`src/hw/rtl/psp_pkg.sv`:
```
package psp_pkg;

    localparam int MAX_SECTION_BYTES = 1024;
    localparam int ADDR_W = $clog2(MAX_SECTION_BYTES);
    localparam int CNT_W = $clog2(MAX_SECTION_BYTES + 2);
    localparam int CMP_W = ((CNT_W > 12) ? CNT_W : 12) + 1;

    localparam logic [CNT_W-1:0] MAX_CNT = CNT_W'(MAX_SECTION_BYTES);
    localparam logic [CNT_W-1:0] MIN_CNT = CNT_W'(3);
    localparam logic [CNT_W-1:0] FIRST_LOOP_IDX = CNT_W'(8);
    localparam logic [31:0] CRC_POLY = 32'h04C1_1DB7;
    localparam logic [31:0] CRC_INIT = 32'hFFFF_FFFF;
    localparam logic [7:0] PAT_TABLE_ID = 8'h00;
    localparam logic [CMP_W-1:0] HDR_BYTES = CMP_W'(3);
    localparam logic [CMP_W-1:0] MIN_SECTION_LENGTH = CMP_W'(5 + 4);
    localparam logic [7:0] NO_VERSION = 8'hFF;

    typedef enum logic [3:0] {
        VERD_UPDATED     = 4'd0,
        VERD_DUPLICATE   = 4'd1,
        VERD_SHORT       = 4'd2,
        VERD_SYNTAX      = 4'd3,
        VERD_TABLE_ID    = 4'd4,
        VERD_LENGTH      = 4'd5,
        VERD_CRC         = 4'd6,
        VERD_NOT_CURRENT = 4'd7,
        VERD_TOO_LONG    = 4'd8
    } t_verdict;

    typedef struct packed {
        logic [7:0] section_byte;
        logic       end_of_section;
    } t_in_item;

    typedef struct packed {
        logic        result_kind;
        logic [15:0] prog_num;
        logic [12:0] program_pid;
        logic [3:0]  verdict;
        logic [15:0] stream_id;
        logic [7:0]  table_version;
        logic        last;
    } t_out_item;

    typedef struct packed {
        logic              en;
        logic              bank;
        logic [ADDR_W-1:0] addr;
        logic [7:0]        data;
    } t_wr_req;

    function automatic logic [31:0] crc_byte(input logic [31:0] crc, input logic [7:0] b);
        logic [31:0] c;
        c = crc ^ {b, 24'h000000};
        for (int k = 0; k < 8; k++) begin
            c = c[31] ? ((c << 1) ^ CRC_POLY) : (c << 1);
        end
        return c;
    endfunction

endpackage

```
`src/hw/rtl/psp_sect.sv`:
```
module psp_sect (
    input  logic               i_clk,
    input  logic               i_rst_n,
    input  logic               i_fire,
    input  psp_pkg::t_in_item  i_item,
    input  logic [7:0]         i_rd_data0,
    input  logic [7:0]         i_rd_data1,
    output psp_pkg::t_wr_req   o_wr,
    output logic               o_res_vld,
    output psp_pkg::t_out_item o_res
);
    import psp_pkg::*;

    logic             r_active_bank, n_active_bank;
    logic [CNT_W-1:0] r_prev_len, n_prev_len;
    logic [CNT_W-1:0] r_count, n_count;
    logic             r_all_match, n_all_match;
    logic [31:0]      r_crc, n_crc;
    logic [31:0]      r_hdr, n_hdr;
    logic [15:0]      r_pend_sid, n_pend_sid;
    logic [23:0]      r_entry, n_entry;
    logic [15:0]      r_sid, n_sid;
    logic [7:0]       r_ver, n_ver;

    logic [7:0]       w_byte;
    logic [7:0]       w_old;
    logic             w_exact;
    logic             w_in_store;
    logic             w_entry;
    logic [CMP_W-1:0] w_slen;
    logic [CMP_W-1:0] w_idx;
    logic [CMP_W-1:0] w_cnt;
    t_verdict         w_verdict;

    assign w_byte     = i_item.section_byte;
    assign w_old      = r_active_bank ? i_rd_data0 : i_rd_data1;
    assign w_exact    = (r_count <= MAX_CNT);
    assign w_in_store = (r_count < MAX_CNT);
    assign w_idx      = CMP_W'(r_count);

    always_comb begin
        n_active_bank = r_active_bank;
        n_prev_len    = r_prev_len;
        n_count       = r_count;
        n_all_match   = r_all_match;
        n_crc         = r_crc;
        n_hdr         = r_hdr;
        n_pend_sid    = r_pend_sid;
        n_entry       = r_entry;
        n_sid         = r_sid;
        n_ver         = r_ver;
        w_entry       = 1'b0;
        w_verdict     = VERD_UPDATED;

        if (w_exact) begin
            if (!w_in_store || (r_count >= r_prev_len) || (w_old != w_byte)) begin
                n_all_match = 1'b0;
            end
            unique case (r_count)
                CNT_W'(0): n_hdr[31:24] = w_byte;
                CNT_W'(1): n_hdr[23:16] = w_byte;
                CNT_W'(2): n_hdr[15:8] = w_byte;
                CNT_W'(3): n_pend_sid[15:8] = w_byte;
                CNT_W'(4): n_pend_sid[7:0] = w_byte;
                CNT_W'(5): n_hdr[7:0] = w_byte;
                default: ;
            endcase
        end

        w_slen = CMP_W'({n_hdr[19:16], n_hdr[15:8]});

        if (w_exact) begin
            if ((r_count < MIN_CNT) || (w_idx < HDR_BYTES + w_slen)) begin
                n_crc = crc_byte(r_crc, w_byte);
            end
            if (r_count >= FIRST_LOOP_IDX) begin
                if (r_count[1:0] == 2'b11) begin
                    w_entry = ((w_idx + CMP_W'(1)) < w_slen);
                end else begin
                    n_entry = {r_entry[15:0], w_byte};
                end
            end
            n_count = r_count + CNT_W'(1);
        end

        w_cnt = CMP_W'(n_count);

        if (i_item.end_of_section) begin
            priority if (n_count < MIN_CNT) begin
                w_verdict = VERD_SHORT;
            end else if (n_count > MAX_CNT) begin
                w_verdict = VERD_TOO_LONG;
            end else if ((n_count == r_prev_len) && n_all_match) begin
                w_verdict = VERD_DUPLICATE;
            end else if (!n_hdr[23]) begin
                w_verdict = VERD_SYNTAX;
            end else if (n_hdr[31:24] != PAT_TABLE_ID) begin
                w_verdict = VERD_TABLE_ID;
            end else if ((HDR_BYTES + w_slen > w_cnt) || (w_slen < MIN_SECTION_LENGTH)) begin
                w_verdict = VERD_LENGTH;
            end else if (n_crc != 32'h0000_0000) begin
                w_verdict = VERD_CRC;
            end else if (!n_hdr[0]) begin
                w_verdict = VERD_NOT_CURRENT;
            end else begin
                w_verdict     = VERD_UPDATED;
                n_sid         = n_pend_sid;
                n_ver         = {3'b000, n_hdr[5:1]};
                n_prev_len    = n_count;
                n_active_bank = ~r_active_bank;
            end
            n_count     = '0;
            n_all_match = 1'b1;
            n_crc       = CRC_INIT;
            n_hdr       = '0;
            n_pend_sid  = '0;
            n_entry     = '0;
        end
    end

    always_comb begin
        o_res = '0;
        if (i_item.end_of_section) begin
            o_res.result_kind   = 1'b1;
            o_res.verdict       = w_verdict;
            o_res.stream_id     = n_sid;
            o_res.table_version = n_ver;
            o_res.last          = 1'b1;
        end else begin
            o_res.prog_num    = r_entry[23:8];
            o_res.program_pid = {r_entry[4:0], w_byte};
        end
    end

    assign o_res_vld = i_item.end_of_section || w_entry;

    // The compare reads the inactive bank while the write goes to the active one, so the two
    // ports never meet on one entry.
    assign o_wr.en   = i_fire && w_in_store;
    assign o_wr.bank = r_active_bank;
    assign o_wr.addr = r_count[ADDR_W-1:0];
    assign o_wr.data = w_byte;

    always_ff @(posedge i_clk) begin
        if (!i_rst_n) begin
            r_active_bank <= 1'b0;
            r_prev_len    <= '0;
            r_count       <= '0;
            r_all_match   <= 1'b1;
            r_crc         <= CRC_INIT;
            r_hdr         <= '0;
            r_pend_sid    <= '0;
            r_entry       <= '0;
            r_sid         <= '0;
            r_ver         <= NO_VERSION;
        end else if (i_fire) begin
            r_active_bank <= n_active_bank;
            r_prev_len    <= n_prev_len;
            r_count       <= n_count;
            r_all_match   <= n_all_match;
            r_crc         <= n_crc;
            r_hdr         <= n_hdr;
            r_pend_sid    <= n_pend_sid;
            r_entry       <= n_entry;
            r_sid         <= n_sid;
            r_ver         <= n_ver;
        end
    end

endmodule

```
`config.mk`:
```
export PLATFORM = sky130hd
export DESIGN_NAME = psp_sect
export DESIGN_NICKNAME = d
export VERILOG_FILES = /design/src/hw/rtl/psp_pkg.sv /design/src/hw/rtl/psp_sect.sv
export SDC_FILE = /design/constraint.sdc
export NUM_CORES = 1
export LEC_CHECK = 0
export BUFFER_PORTS_ARGS = -buffer_cell sky130_fd_sc_hd__buf_2
export CAP_MARGIN = 0
export CORE_UTILIZATION = 44
export DETAILED_ROUTE_END_ITERATION = 8
export PLACE_DENSITY = 0.73
export RECOVER_POWER = 50
export SETUP_SLACK_MARGIN = 0.5
export SYNTH_ARGS = -nofsm -noshare
export SYNTH_HDL_FRONTEND = slang
export SYNTH_SLANG_ARGS = --single-unit
```
`constraint.sdc`:
```
create_clock -name i_clk -period 9.1 [get_ports i_clk]
set_input_delay 1.82 -clock i_clk [delete_from_list [all_inputs] [get_ports i_clk]]
set_output_delay 1.82 -clock i_clk [all_outputs]
set_load 0.005 [all_outputs]
```
==> key figures <==
Synth
  – Share of the synthesized area in the top cell type: between 20% and 30%
  – Post-synth EDFFs: 0
  – Prevailing post-synth register cell: dfxtp_1
  – Async S/R FF share, synth: 0%
  – Post-Syn Area: about 0.011 mm²
  – Post-synthesis sequential area ratio: 27.3%
  – Area leader, netlist: dfxtp_1
  – Syn avg cell area: between 8 and 9 µm²
  – #FFs+latches synth: 147
  – Syn nets: roughly 1400
  – Synth top area cells: dfxtp_1 27%, mux2i_1 7.7%, xnor2_1 5.9%, nand2_1 5.8%, ha_1 5.6%
  – Syn Inst Count: about 1300
  – Yosys warning total: 0
  – Netlist cell types: 80

CTS
  – Sink Count: 147
  – TritonCTS clock tree: done
  – Worst-path clk slew: about 0.070 ns
  – Clk_lat worst skew: ~0.44 ns
  – CTS Buf Count: 17
  – Clock Tree Root: clkbuf_16
  – Clk buf depth: 2
  – Htree depth: 4

STA
  – Slew of the pin with the lowest slew margin: approximately 2.7 ns
  – Max-slew violation count: slightly above 90
  – Tcrit/Tclk final: between 90% and 100%
  – Unrepaired setup endpoints after global routing: no
  – Setup-failing EPs final: 0
  – Hold Vio Cnt, Final: 0
  – Slew margin rel.: -80.4%
  – Final Skew: ~0.018 ns
  – Max frequency: ~0.12 GHz
  – Min Tclk post-route: 8.57 ns
  – Setup_tns: 0 ns

Global route
  – Vias in the first global route: a little under 9000
  – First-pass GRT wire length: approximately 48000 µm
  – Largest net degree at the start of global routing: 66
  – Tot GR Track Use: between 20% and 30%
  – Initial antenna violation count: 1
  – Global route overflow: 0

Critical path
  – Worst-path maximum fanout: 24
  – Critical path class: input port to primary output
  – Reg-to-reg slack, setup: about 2.4 ns
  – WP data required: between 7 and 8 ns
  – Crit end category: primary output
  – Crit path launch type: input port
  – Worst EP arrival: a little under 7 ns

Die
  – # rows: 56
  – Die area: about 0.025 mm²
  – CORE AREA: 0.0238 mm²
  – I/O pins: between 100 and 150
  – Initial Utilization: 45.3%
  – Die Height: about 160 µm
  – Die X: approximately 160 µm

Drt
  – Initial DRC Count: 704
  – DRT Pass-1 Iters: 7
  – Top Metal Used: met5
  – Via count: between 9000 and 10000
  – Drt drc: 0
  – Vias/cell: about 5.7
  – WL final: roughly 31000 µm
  – DR WL/cell: between 15 and 20 µm
  – Met1 WL: around 14000 µm
  – Metal2 WL: 14600 µm
  – Routed Antenna Nets: 0
  – Length of routed met3 wiring: 1780 µm

Finish
  – Area Overhead vs Synth: 9.17%
  – # diodes: 0
  – Util after Layout: between 40% and 50%
  – Most frequent cells in the layout: 164 x nand2_1, 147 x dfxtp_1, 128 x nor2_1, 86 x buf_2, 83 x mux2i_1
  – Commonest non-fill, non-tap cell in the layout: nand2_1
  – Post-layout net count: around 1400
  – Layout cell share with drive strength beyond 1: between 10% and 20%

Status
  – Violated checks: max-capacitance violations, max-slew violations
  – Status: finished, violations left

Pwr
  – Tot Pwr: 2.00 mW
  – Pwr Density: 170 mW/mm²
  – Leak: 4.67 nW
  – Max IR drop VDD: 0.131 mV

Place
  – Final HPWL DP: approximately 22000 µm
  – IO Port Bufs: 107
  – Routability cong.: a little over 0.9

Worst hold path
  – Worst Hold Class: flip-flop to flip-flop

Job
  – # Max-Cap Violations: 2
==> state kept, by name (all words and copies together), names as in the netlist, 8 cells and up <==
signal and count:
r_count 11, r_crc 32, r_entry 24, r_hdr 27, r_pend_sid 16, r_prev_len 11
r_sid 16, r_ver 8
==> cell usage after synthesis (all sizes together), types with 5 or more instances <==
cell type    n
nand2      165
or3         12
a21o         7
o211ai      26
nand2b      14
or2          7
clkbuf      73
nor2       128
o21ai       21
a31oi        5
and2        19
nor3        17
nand4       18
xnor2       77
inv         49
mux2i       84
buf         60
o31a         6
o311ai      10
and3         9
ha          48
nor2b       37
xor2        33
mux2        27
dfxtp      147
nor4        14
a21oi       42
xnor3        8
nand3       30
a22oi       56
==> cells by family (layout without fill, tap and decap cells) <==
kind of cell | after synthesis | count (layout) | share of synthesized area, %
xor+xnor | 119 | 119 | 11.4
buf+inv | 182 | 212 | 8.53
fa+ha+maj | 48 | 48 | 5.58
mux | 111 | 111 | 10.8
compound gates | 214 | 214 | 14.3
flops | 147 | 147 | 27.3
simple gates | 491 | 491 | 22.1
==> cell type report <==
cell class	count	area, µm²
clock inverters	14	183
clock buffers	18	439
repair buffers	131	664
multi-input cells	983	6940
inverters	49	184
flip-flops and latches	147	2940
fillers	2281	12000
well taps	319	399
==> worst max-delay path, stage by stage <==
cell and delay, ns:
buf_2 0.16, clkbuf_1 0.82, nand2_1 0.10, or4_4 0.45, a21o_1 0.18, xor2_1 0.19, inv_1 0.07, ha_1 0.29
nand2_1 0.07, or3_1 0.39, nor3_1 0.22, a31o_2 0.23, a31oi_1 0.11, a211oi_2 0.32, o311ai_4 0.22, nor4bb_4 0.29
buf_4 0.38, mux2i_1 0.27, buf_2 0.15
==> metal layers <==
metal	GRT usage, %	vias up
met5	0	-
met4	10.3	2
met3	5.06	68
met2	40.8	325
met1	31.9	4467
li1	-	4559
==> timing repair <==
| action | CTS | global route |
|---|---|---|
| endpoints found under the setup margin | 0 | 24 |
| buffers inserted | 0 | 0 |
| hold buffers | 0 | 0 |
| resized for setup | 0 | 2 |
==> worst paths after layout <==
path	from	to	cells past startpoint
max	i_item[2]	o_res[13]	19
min	r_sid[15]$_SDFFE_PN0P_	r_sid[15]$_SDFFE_PN0P_	2
max reg2reg	r_count[1]$_SDFFE_PN0P_	r_prev_len[6]$_SDFFE_PN0P_	23
min reg2reg	r_sid[15]$_SDFFE_PN0P_	r_sid[15]$_SDFFE_PN0P_	2
==> metrics by stage <==
stage | hold slack (ns) | instances | area, µm² | setup slack (ns)
global placement | 0.435 | 1629 | 11200 | 1.03
floorplan | 0.426 | 1312 | 10800 | 1.32
global route | 0.489 | 1661 | 11700 | 0.309
finish | 0.461 | 1661 | 11700 | 0.525
CTS | 0.464 | 1661 | 11800 | 0.644
detailed placement | 0.447 | 1629 | 11200 | 0.869
==> where the power goes <==
group | leakage [nW] | total, mW | internal (mW) | switching [mW]
Combinational | 3.18 | 0.541 | 0.235 | 0.307
Sequential | 1.19 | 0.706 | 0.671 | 0.0351
Clock | 0.300 | 0.750 | 0.426 | 0.324
Total | 4.67 | 2.00 | 1.33 | 0.666
No activity file was read; power rests on OpenSTA's default activity.
